`src/rtl/fmbq_pkg.sv`:
```
// Shared types and constants for the front/middle/back queue.
package fmbq_pkg;

  localparam int unsigned OPCODE_W = 3;
  localparam int unsigned VALUE_W  = 32;
  localparam int unsigned FILL_W   = 5;

  typedef enum logic [OPCODE_W-1:0] {
    OP_PUSH_FRONT = 3'd0,
    OP_PUSH_MID   = 3'd1,
    OP_PUSH_BACK  = 3'd2,
    OP_POP_FRONT  = 3'd3,
    OP_POP_MID    = 3'd4,
    OP_POP_BACK   = 3'd5
  } fmbq_op_t;

  // Shift command broadcast to every cell in the row.
  typedef struct packed {
    logic ins;  // open a slot at pos, shift the tail toward the back
    logic rem;  // close the slot at pos, shift the tail toward the front
  } fmbq_cmd_t;

  typedef enum logic {
    ST_IDLE,
    ST_TREE
  } fmbq_state_t;

endpackage

```
`src/rtl/front_middle_back_queue_unit.sv`:
```
// Front/middle/back queue top level: row of slot cells, OR tree, control.
// Each accepted word passes through the registered OR tree, which gathers the removed
// word from the addressed slot, and then the output register; a new word is taken only
// once the last result has been loaded into the output register.
// Reset clears the count, the state machine and out_valid; slot contents stay
// undefined until written.
module front_middle_back_queue_unit #(
  parameter int unsigned DEPTH      = 16,
  parameter int unsigned DATA_WIDTH = 32
) (
  input  logic                            clk,
  input  logic                            rst,
  input  logic                            in_valid,
  output logic                            in_stall,
  input  logic [fmbq_pkg::OPCODE_W-1:0]   opcode,
  input  logic signed [fmbq_pkg::VALUE_W-1:0] push_value,
  output logic                            out_valid,
  input  logic                            out_stall,
  output logic signed [fmbq_pkg::VALUE_W-1:0] pop_value,
  output logic                            was_empty,
  output logic                            overflow,
  output logic [fmbq_pkg::FILL_W-1:0]     fill_count
);
  import fmbq_pkg::*;

  localparam int unsigned IDXW  = $clog2(DEPTH);
  localparam int unsigned CNTW  = $clog2(DEPTH + 1);
  localparam int unsigned LOG   = $clog2(DEPTH);
  localparam int unsigned WALKW = $clog2(LOG + 1);

  fmbq_state_t state, state_next;

  logic [CNTW-1:0]  count, count_next;
  logic [WALKW-1:0] walk;
  logic             in_acc;
  logic             load_out;
  logic             is_push, is_pop;
  logic             full, empty;
  logic [CNTW-1:0]  pos_wide;
  logic [IDXW-1:0]  pos;
  fmbq_cmd_t        cmd;

  logic [DATA_WIDTH+VALUE_W-1:0] push_ext;
  logic [DATA_WIDTH-1:0]         word;

  logic [DATA_WIDTH-1:0]              cell_q [DEPTH];
  logic [DEPTH-1:0][DATA_WIDTH-1:0]   taps;
  logic [DATA_WIDTH-1:0]              root;
  logic [DATA_WIDTH+VALUE_W-1:0]      root_ext;

  // Result fields held while the tree settles.
  logic             use_tap;
  logic             empty_hit;
  logic             over_hit;
  logic [CNTW-1:0]  count_res;
  logic [CNTW+FILL_W-1:0] count_ext;

  assign in_acc   = in_valid & ~in_stall;
  assign full     = (count == CNTW'(DEPTH));
  assign empty    = (count == '0);
  assign push_ext = {{DATA_WIDTH{1'b0}}, push_value};
  assign word     = push_ext[DATA_WIDTH-1:0];

  // Decode opcode into a slot position.
  always_comb begin
    is_push  = 1'b0;
    is_pop   = 1'b0;
    pos_wide = '0;
    case (opcode)
      OP_PUSH_FRONT: begin
        is_push = 1'b1;
      end
      OP_PUSH_MID: begin
        is_push  = 1'b1;
        pos_wide = count >> 1;
      end
      OP_PUSH_BACK: begin
        is_push  = 1'b1;
        pos_wide = count;
      end
      OP_POP_FRONT: begin
        is_pop = 1'b1;
      end
      OP_POP_MID: begin
        is_pop   = 1'b1;
        pos_wide = (count - CNTW'(1)) >> 1;
      end
      OP_POP_BACK: begin
        is_pop   = 1'b1;
        pos_wide = count - CNTW'(1);
      end
      default: begin
        is_push = 1'b0;
        is_pop  = 1'b0;
      end
    endcase
  end

  assign pos     = pos_wide[IDXW-1:0];
  assign cmd.ins = in_acc & is_push & ~full;
  assign cmd.rem = in_acc & is_pop & ~empty;

  always_comb begin
    count_next = count;
    if (cmd.ins) begin
      count_next = count + CNTW'(1);
    end else if (cmd.rem) begin
      count_next = count - CNTW'(1);
    end
  end

  for (genvar i = 0; i < DEPTH; i++) begin : g_cell
    logic [DATA_WIDTH-1:0] left_w, right_w;
    if (i == 0) begin : g_first
      assign left_w = cell_q[i];
    end else begin : g_inner_l
      assign left_w = cell_q[i-1];
    end
    if (i == DEPTH - 1) begin : g_last
      assign right_w = cell_q[i];
    end else begin : g_inner_r
      assign right_w = cell_q[i+1];
    end
    fmbq_cell #(
      .INDEX      (i),
      .IDXW       (IDXW),
      .DATA_WIDTH (DATA_WIDTH)
    ) u_cell (
      .clk   (clk),
      .cmd   (cmd),
      .pos   (pos),
      .word  (word),
      .left  (left_w),
      .right (right_w),
      .value (cell_q[i]),
      .tap   (taps[i])
    );
  end

  fmbq_tree #(
    .LEAVES (DEPTH),
    .WIDTH  (DATA_WIDTH)
  ) u_tree (
    .clk     (clk),
    .load    (in_acc),
    .leaf_in (taps),
    .root    (root)
  );

  // Next state.
  always_comb begin
    state_next = state;
    case (state)
      ST_IDLE: begin
        if (in_valid) begin
          state_next = ST_TREE;
        end
      end
      ST_TREE: begin
        if (load_out) begin
          state_next = ST_IDLE;
        end
      end
      default: begin
        state_next = ST_IDLE;
      end
    endcase
  end

  // State outputs.
  always_comb begin
    in_stall = 1'b1;
    load_out = 1'b0;
    case (state)
      ST_IDLE: begin
        in_stall = 1'b0;
      end
      ST_TREE: begin
        load_out = (walk == WALKW'(LOG)) & (~out_valid | ~out_stall);
      end
      default: begin
        in_stall = 1'b1;
      end
    endcase
  end

  always_ff @(posedge clk) begin
    if (rst) begin
      state     <= ST_IDLE;
      count     <= '0;
      walk      <= '0;
      out_valid <= 1'b0;
    end else begin
      state <= state_next;
      count <= count_next;
      if (in_acc) begin
        walk <= '0;
      end else if (walk != WALKW'(LOG)) begin
        walk <= walk + WALKW'(1);
      end
      if (load_out) begin
        out_valid <= 1'b1;
      end else if (!out_stall) begin
        out_valid <= 1'b0;
      end
    end
  end

  // Hold the result fields of the word in flight.
  always_ff @(posedge clk) begin
    if (in_acc) begin
      use_tap   <= cmd.rem;
      empty_hit <= is_pop & empty;
      over_hit  <= is_push & full;
      count_res <= count_next;
    end
  end

  assign root_ext  = {{VALUE_W{root[DATA_WIDTH-1]}}, root};
  assign count_ext = {{FILL_W{1'b0}}, count_res};

  always_ff @(posedge clk) begin
    if (load_out) begin
      pop_value  <= use_tap ? root_ext[VALUE_W-1:0] : '1;
      was_empty  <= empty_hit;
      overflow   <= over_hit;
      fill_count <= count_ext[FILL_W-1:0];
    end
  end

  a_count_bound: assert property (@(posedge clk) disable iff (rst)
    count <= CNTW'(DEPTH))
    else $error("queue count above depth");

  a_count_hold: assert property (@(posedge clk) disable iff (rst)
    (!in_acc && !rst) |=> $stable(count))
    else $error("queue count moved without an accepted word");

  a_flags_excl: assert property (@(posedge clk) disable iff (rst)
    out_valid |-> !(was_empty && overflow))
    else $error("empty and overflow flags raised together");

endmodule

```
`src/rtl/fmbq_cell.sv`:
```
// One queue slot: holds a word, takes the pushed or a neighbor's word.
module fmbq_cell #(
  parameter int unsigned INDEX      = 0,
  parameter int unsigned IDXW       = 4,
  parameter int unsigned DATA_WIDTH = 32
) (
  input  logic                  clk,
  input  fmbq_pkg::fmbq_cmd_t   cmd,
  input  logic [IDXW-1:0]       pos,
  input  logic [DATA_WIDTH-1:0] word,
  input  logic [DATA_WIDTH-1:0] left,
  input  logic [DATA_WIDTH-1:0] right,
  output logic [DATA_WIDTH-1:0] value,
  output logic [DATA_WIDTH-1:0] tap
);
  import fmbq_pkg::*;

  localparam logic [IDXW-1:0] MY_IDX = IDXW'(INDEX);

  logic [DATA_WIDTH-1:0] value_next;

  always_comb begin
    value_next = value;
    if (cmd.ins) begin
      if (MY_IDX > pos) begin
        value_next = left;
      end else if (MY_IDX == pos) begin
        value_next = word;
      end
    end else if (cmd.rem) begin
      if (MY_IDX >= pos) begin
        value_next = right;
      end
    end
  end

  // Offer the current word only when this slot is the one addressed.
  assign tap = (MY_IDX == pos) ? value : '0;

  always_ff @(posedge clk) begin
    value <= value_next;
  end

endmodule

```
`src/rtl/fmbq_tree.sv`:
```
// Registered OR tree that collects the one addressed slot word, one register level per tree level.
module fmbq_tree #(
  parameter int unsigned LEAVES = 16,
  parameter int unsigned WIDTH  = 32
) (
  input  logic                          clk,
  input  logic                          load,
  input  logic [LEAVES-1:0][WIDTH-1:0]  leaf_in,
  output logic [WIDTH-1:0]              root
);
  import fmbq_pkg::*;

  localparam int unsigned LOG = $clog2(LEAVES);
  localparam int unsigned P   = 1 << LOG;

  logic [WIDTH-1:0] node [1:2*P-1];

  for (genvar k = 0; k < P; k++) begin : g_leaf
    if (k < LEAVES) begin : g_used
      always_ff @(posedge clk) begin
        if (load) begin
          node[P+k] <= leaf_in[k];
        end
      end
    end else begin : g_pad
      always_ff @(posedge clk) begin
        node[P+k] <= '0;
      end
    end
  end

  for (genvar k = 1; k < P; k++) begin : g_node
    always_ff @(posedge clk) begin
      node[k] <= node[2*k] | node[2*k+1];
    end
  end

  assign root = node[1];

endmodule

```
`config.mk`:
```
export PLATFORM = sky130hd
export DESIGN_NAME = front_middle_back_queue_unit
export DESIGN_NICKNAME = d
export VERILOG_FILES = /design/src/rtl/fmbq_pkg.sv /design/src/rtl/front_middle_back_queue_unit.sv /design/src/rtl/fmbq_cell.sv /design/src/rtl/fmbq_tree.sv
export SDC_FILE = /design/constraint.sdc
export NUM_CORES = 2
export LEC_CHECK = 0
export ABC_AREA = 1
export ABC_CLOCK_PERIOD_IN_PS = 34100
export BUFFER_PORTS_ARGS = -buffer_cell sky130_fd_sc_hd__buf_2
export CAP_MARGIN = 25
export CORE_MARGIN = 2
export CORE_UTILIZATION = 55
export CTS_CLUSTER_DIAMETER = 40
export DETAILED_ROUTE_END_ITERATION = 16
export GPL_TIMING_DRIVEN = 0
export PLACE_DENSITY = 0.71
export SLEW_MARGIN = 10
export SYNTH_ARGS = -nofsm -noshare
export SYNTH_HDL_FRONTEND = slang
export SYNTH_SLANG_ARGS = --single-unit
```
`constraint.sdc`:
```
create_clock -name clk -period 34.1 [get_ports clk]
set_input_delay 3.41 -clock clk [delete_from_list [all_inputs] [get_ports clk]]
set_output_delay 3.41 -clock clk [all_outputs]
set_load 0.05 [all_outputs]
```
Yosys cells after proc, flatten, opt, wreduce, memory -nomap -nowiden:

Memories as Yosys holds them, arrays and structs flattened. A register that Yosys moved wholly into a read port is not among the register bits.
Cells that the tools add are included.

* flip-flop bits (word level): 537
* RAM bits: 992
* input bits: 39
* word-level logic and storage cells: 278
* memories: 1

Memory list
* u_tree.node: words 31, bits a word 32, rd ports 31, clocked after memory_dff 1, wr ports 31, line fmbq_tree.sv:16 `logic [WIDTH-1:0] node [1:2*P-1];`

* $add $sub $neg: 3
* magnitude comparators: 31
* eq/ne operators: 40
* multiplexer cells: 107
* bitwise logic cells: 29
* reductions and logical operators: 40

Operators with widths (count)
* two-way mux 32 bit: 93
* bitwise OR 32 bit: 15
* inequality test 3 x 1 -> 1 bit, second input constant: 14
* AND reduction 3 bit: 14
* nonzero test 2 bit: 17
* == test 4 bit, first input constant: 8
* > comparator 4 bit, first input constant: 8
* greater-or-equal comparator 4 bit, first input constant: 7
* == test 3 x 4 -> 1 bit, first input constant: 4
* greater-or-equal comparator 3 x 4 -> 1 bit, first input constant: 4
* > comparator 3 x 4 -> 1 bit, first input constant: 4
* one-hot mux 4 bit (4 select lines): 1
* two-way mux 1 bit: 10
* two-way mux 5 bit: 2
* == test 3 bit, second input constant: 3
* bitwise AND 1 bit: 8
* == test 2 x 4 -> 1 bit, first input constant: 2
* greater-or-equal comparator 1 x 4 -> 1 bit, first input constant: 2
* greater-or-equal comparator 2 x 4 -> 1 bit, first input constant: 2
* > comparator 1 x 4 -> 1 bit, first input constant: 2
* > comparator 2 x 4 -> 1 bit, first input constant: 2
* == test 3 x 2 -> 1 bit, second input constant: 2
* OR reduction 3 bit: 2
* adder 5 x 1 -> 5 bit, second input constant: 1
* other kinds (18): 23

Depth between registers and ports, before layout:

* word-level depth: 7
* mapped depth: 16
* gate-level depth less buffers: 14

Cells and area by module:

From an unflattened synthesis, not the netlist that was laid out.

* cells, all modules: 8138
* area, all modules: 69566.7 µm²

Modules (own cells, without submodules)
* fmbq_tree: times used 1, cells each 2464, area each 30629.4 µm², sequential area each 24984.0 µm²
* front_middle_back_queue_unit: times used 1, cells each 246, area each 2568.7 µm², sequential area each 1611.5 µm²
* fmbq_cell at g_cell[5].u_cell: times used 1, cells each 349, area each 2439.8 µm², sequential area each 960.9 µm²
* fmbq_cell at g_cell[8].u_cell: times used 1, cells each 344, area each 2372.3 µm², sequential area each 960.9 µm²
* fmbq_cell at g_cell[14].u_cell: times used 1, cells each 351, area each 2349.8 µm², sequential area each 960.9 µm²
* fmbq_cell at g_cell[7].u_cell: times used 1, cells each 349, area each 2347.3 µm², sequential area each 960.9 µm²
* fmbq_cell at g_cell[9].u_cell: times used 1, cells each 349, area each 2334.7 µm², sequential area each 960.9 µm²
* fmbq_cell at g_cell[11].u_cell: times used 1, cells each 351, area each 2314.7 µm², sequential area each 960.9 µm²
* fmbq_cell at g_cell[1].u_cell: times used 1, cells each 349, area each 2308.5 µm², sequential area each 960.9 µm²
* fmbq_cell at g_cell[12].u_cell: times used 1, cells each 350, area each 2298.5 µm², sequential area each 960.9 µm²
* fmbq_cell at g_cell[2].u_cell: times used 1, cells each 347, area each 2293.4 µm², sequential area each 960.9 µm²
* fmbq_cell at g_cell[3].u_cell: times used 1, cells each 345, area each 2289.7 µm², sequential area each 960.9 µm²
* fmbq_cell at g_cell[10].u_cell: times used 1, cells each 351, area each 2274.7 µm², sequential area each 960.9 µm²
* fmbq_cell at g_cell[6].u_cell: times used 1, cells each 350, area each 2273.4 µm², sequential area each 960.9 µm²
* +4 rows

Least setup slack after synthesis:

Ideal clock, no wire load.

* path kind: input to register
* from: input in_valid
* to: register g_cell[10].u_cell.value[0], enable pin
* setup time: 432 ps
* data arrival time: 30887 ps
* required time: 33668 ps
* path slack: 2781 ps
* stages on the path: 6
* path buffers: 0
* cell sequence: inv_1 nor2_1 nand3_1 nand2_1 inv_1 a21oi_1

* cells in the longest elaborated chain, start to end: 5
* elaborated cells on any way between the ends: 9
* those cells by class: eq/ne: 1; bitwise: 5; reduce/logical: 3

RTL lines
* start: declaration: line front_middle_back_queue_unit.sv:13 `input logic in_valid,`
* bitwise AND 1 bit *: line front_middle_back_queue_unit.sv:58 `assign in_acc = in_valid & ~in_stall;`
* named net in_acc: line front_middle_back_queue_unit.sv:35 `logic in_acc;`
* bitwise AND 1 bit, on equally long branches (2 in a row): line front_middle_back_queue_unit.sv:100, front_middle_back_queue_unit.sv:101
* inequality test 3 x 1 -> 1 bit (no line) / nonzero test 2 bit (equally long branches)
* AND reduction 3 bit (no line) *
* end signal: assignment: line fmbq_cell.sv:41 `value <= value_next;`
* end: declaration: line fmbq_cell.sv:13 `output logic [DATA_WIDTH-1:0] value,`

The timed path passes the listed nets; every way through them passes the cells marked *.
A chain may end at the register's enable or synchronous reset.

Worst setup path after layout:

* from: input opcode[0] (netlist name)
* to: register g_cell[0].u_cell.value[9], enable pin

* cells in the longest elaborated chain, start to end: 7
* elaborated cells on any way between the ends: 23
* those cells by class: order compare: 2; eq/ne: 7; mux: 3; bitwise: 4; reduce/logical: 7

RTL lines
* start: declaration: line front_middle_back_queue_unit.sv:15 `input logic [fmbq_pkg::OPCODE_W-1:0] opcode,`
* branches (longest 6 deep; another with > comparator 1 x 4 -> 1 bit)
* AND reduction 4 bit (no line) *
* end signal: assignment: line fmbq_cell.sv:41
* end: declaration: line fmbq_cell.sv:13

Mark *: on every way between the ends.

==> flow_metrics.py <==
metrics = {
    "outcome": {
        "status": "completed",
    },
    "placement": {
        "dp.final_hpwl_um": 137000,
        "gp_congestion": 0.986,
        "io_buffers": 78,
        "place_ws_ps": 27110,
    },
    "power_and_ir_drop": {
        "swShare": 0.252,
        "p_per_area_nw_per_um2": 64.2,
        "p_seq_frac": 0.483,
        "comb_power_share": 0.090,
        "internal-power_mw": 3.35,
        "vdd_drop_max_mv": 0.0530,
        "p_switching_mw": 1.13,
        "cellLeakagePower_nw": 29.3,
        "clock_power_share": 0.427,
    },
    "critical_path": {
        "end_kind": "flop",
        "worstPathArrival_ps": 6540,
        "crit_type": "in2reg",
        "cp-start-kind": "primary input",
        "path_max_fanout": 20,
        "required_ps": 34590,
    },
    "synth": {
        "syn_area_um2": 60600,
        "ys_types": 35,
        "synth_seq_cells": 1561,
        "postSynthAreaPerCell_um2": 10.6,
        "synthCells": 5731,
        "synth_top_area_share": 0.531,
        "synth_area_leaders": "edfxtp_1 53%, dfxtp_1 16%, nand2_1 7.4%, or2_2 5.0%, nand3_1 4.4%",
        "synth_seq_area_share": 0.693,
        "syn_nets": 5774,
        "synth_top_cell_by_area": "edfxtp_1",
        "yosys_warnings": 0,
    },
    "die": {
        "dieArea_um2": 113000,
        "die_h_um": 336,
        "core-area_um2": 109000,
        "rows": 121,
        "start_util": 0.556,
        "die_w_um": 336,
        "ios": 80,
    },
    "layout": {
        "nNetsFinal": 6073,
        "layout_commonest_cell": "nand2_1",
        "area_growth_pct": 15.2,
        "multi_input_area_um2": 15200,
        "final_cell_mix": "1189 x nand2_1, 1071 x edfxtp_1, 647 x nor2_1",
        "layout-drive-gt1-share": 0.183,
        "fillers": 8650,
        "seq_area_um2": 42000,
    },
    "clocking": {
        "ctsHoldBuffers": 0,
        "cts.reportedPaths.clkPinSlew_ps": 60,
        "cts_tree": "done",
        "cts_resized": 0,
        "cts.path.max_buffers": 3,
        "cts.sink_count": 1561,
        "postCtsSetupBuffers": 0,
        "cts_buffers": 175,
        "cts_max_level": 4,
        "cts-root-buf": "clkbuf_16",
        "clk_latency_ps": 810,
    },
    "grt": {
        "grt_pass1_vias": 42200,
        "gr-total-overflow": 0,
        "grt_max_degree": 42,
        "antenna_found_initial": 11,
        "grtUsageTotal": 0.346,
        "grt_pass1_wl_um": 276000,
    },
    "route": {
        "wl_um": 195000,
        "num_vias": 44100,
        "drcViolationCount": 0,
        "viasPerCell": 5.80,
        "wl_per_cell_um": 25.7,
        "final_antenna_net_count": 0,
        "drt_first_pass_iters": 10,
        "drt-initial-drc-count": 6810,
    },
    "timing": {
        "clock_skew_ps": 39.2,
        "slew_viol_final": 0,
        "hold_viol": 0,
        "finalCritPeriodShare": 0.177,
        "setup_viol": 0,
        "maxSlewHeadroom": 0.206,
        "fmax_ghz": 0.165,
        "period_minus_slack_ps": 6050,
        "rsz0062_at_grt": "no",
        "fin_tns_setup_ps": 0,
        "worst_pin_slew_ps": 1190,
        "worst_slack_ps": 28050,
    },
    "hold_path": {
        "hold_class": "reg2reg",
    },
    "job": {
        "drv_cap": 0,
    },
}
## path summary, 6_finish.rpt
check                              start                             endpoint  slack (ps)  depth (start not counted)
max                            opcode[0]  g_cell[0].u_cell.value[9]$_DFFE_PP_       28050                         12
min          u_tree.node[10][14]$_DFF_P_           u_tree.node[5][14]$_DFF_P_         400                          1
max reg2reg          count[0]$_SDFF_PP0_  g_cell[0].u_cell.value[9]$_DFFE_PP_       29930                         15
min reg2reg  u_tree.node[10][14]$_DFF_P_           u_tree.node[5][14]$_DFF_P_         400                          1
## final cells by class
class / instances / share of cell area
antenna: 8 / 0.000287
buffer: 274 / 0.0184
clock buffer: 230 / 0.0706
clock inverter: 99 / 0.0146
inverter: 613 / 0.0330
multi-input combinational: 3283 / 0.217
sequential: 1561 / 0.601
tap: 1414 / 0.0253
timing repair buffer: 122 / 0.0191
## flip-flops by register name, indices dropped and copies added (netlist names), 3 cells and up
signal and count:
count 5, count_res 5, fill_count 5, g_cell.u_cell.value 512, pop_value 32, u_tree.node 992
walk 3
## routing by layer
metal  GRT usage  wire length [um]  vias up
met4       0.221             13800        4
li1            -                 -    19300
met3       0.102             26300      707
met5           0                42        -
met1       0.437             69300    20900
met2       0.523             86000     3218
## Yosys cell counts (all sizes together)
library cell / n
o21bai: 31
xor2: 2
nand2: 1192
o31ai: 1
inv: 582
a21oi: 173
a22oi: 32
nand3: 528
ha: 4
buf: 192
o22ai: 31
a21o: 1
o211ai: 1
edfxtp: 1071
o21ai: 108
nor3: 2
dfxtp: 490
clkbuf: 82
or2: 481
and2: 1
clkinv: 31
nor2: 688
nand4: 7
## critical path, stage by stage
cell	delay [ps]
buf_2	100
buf_2	170
nand4_1	110
nand2_1	90
nor2_1	380
nand2_1	220
inv_2	150
nand2_1	170
buf_4	290
clkbuf_1	420
nor2_4	690
buf_12	280
## power by group through the flow
stage | registers [mW] | logic, mW | clock network, mW
2_1_floorplan | 2.23 | 0.212 | 0
3_3_place_gp | 2.25 | 0.352 | 0
3_5_place_dp | 2.21 | 0.379 | 0
4_1_cts | 2.17 | 0.382 | 1.92
5_1_grt | 2.17 | 0.417 | 2.00
6_report | 2.17 | 0.402 | 1.92
## through the flow
stage / power, mW / instance area, um2 / utilization / hold WS, ps / cells
5_1_grt: 4.59 / 69800 / 0.640 / 408 / 7601
3_3_place_gp: 2.60 / 62800 / 0.576 / 390 / 7223
2_1_floorplan: 2.44 / 60600 / - / 389 / 5731
3_5_place_dp: 2.58 / 63800 / 0.585 / 392 / 7264
6_report: 4.48 / 69800 / 0.640 / 396 / 7604
4_1_cts: 4.47 / 69700 / 0.640 / 396 / 7593
## logic make-up after synthesis
family	share of synthesized area
AND/OR/NAND/NOR	0.212
flip-flops	0.693
buffers and inverters	0.0591
AO/OA/AOI/OAI	0.0348
adder cells (fa/ha/maj)	0.000826
XOR/XNOR	0.000289
Note: power is estimated with default switching activity, not from simulation.
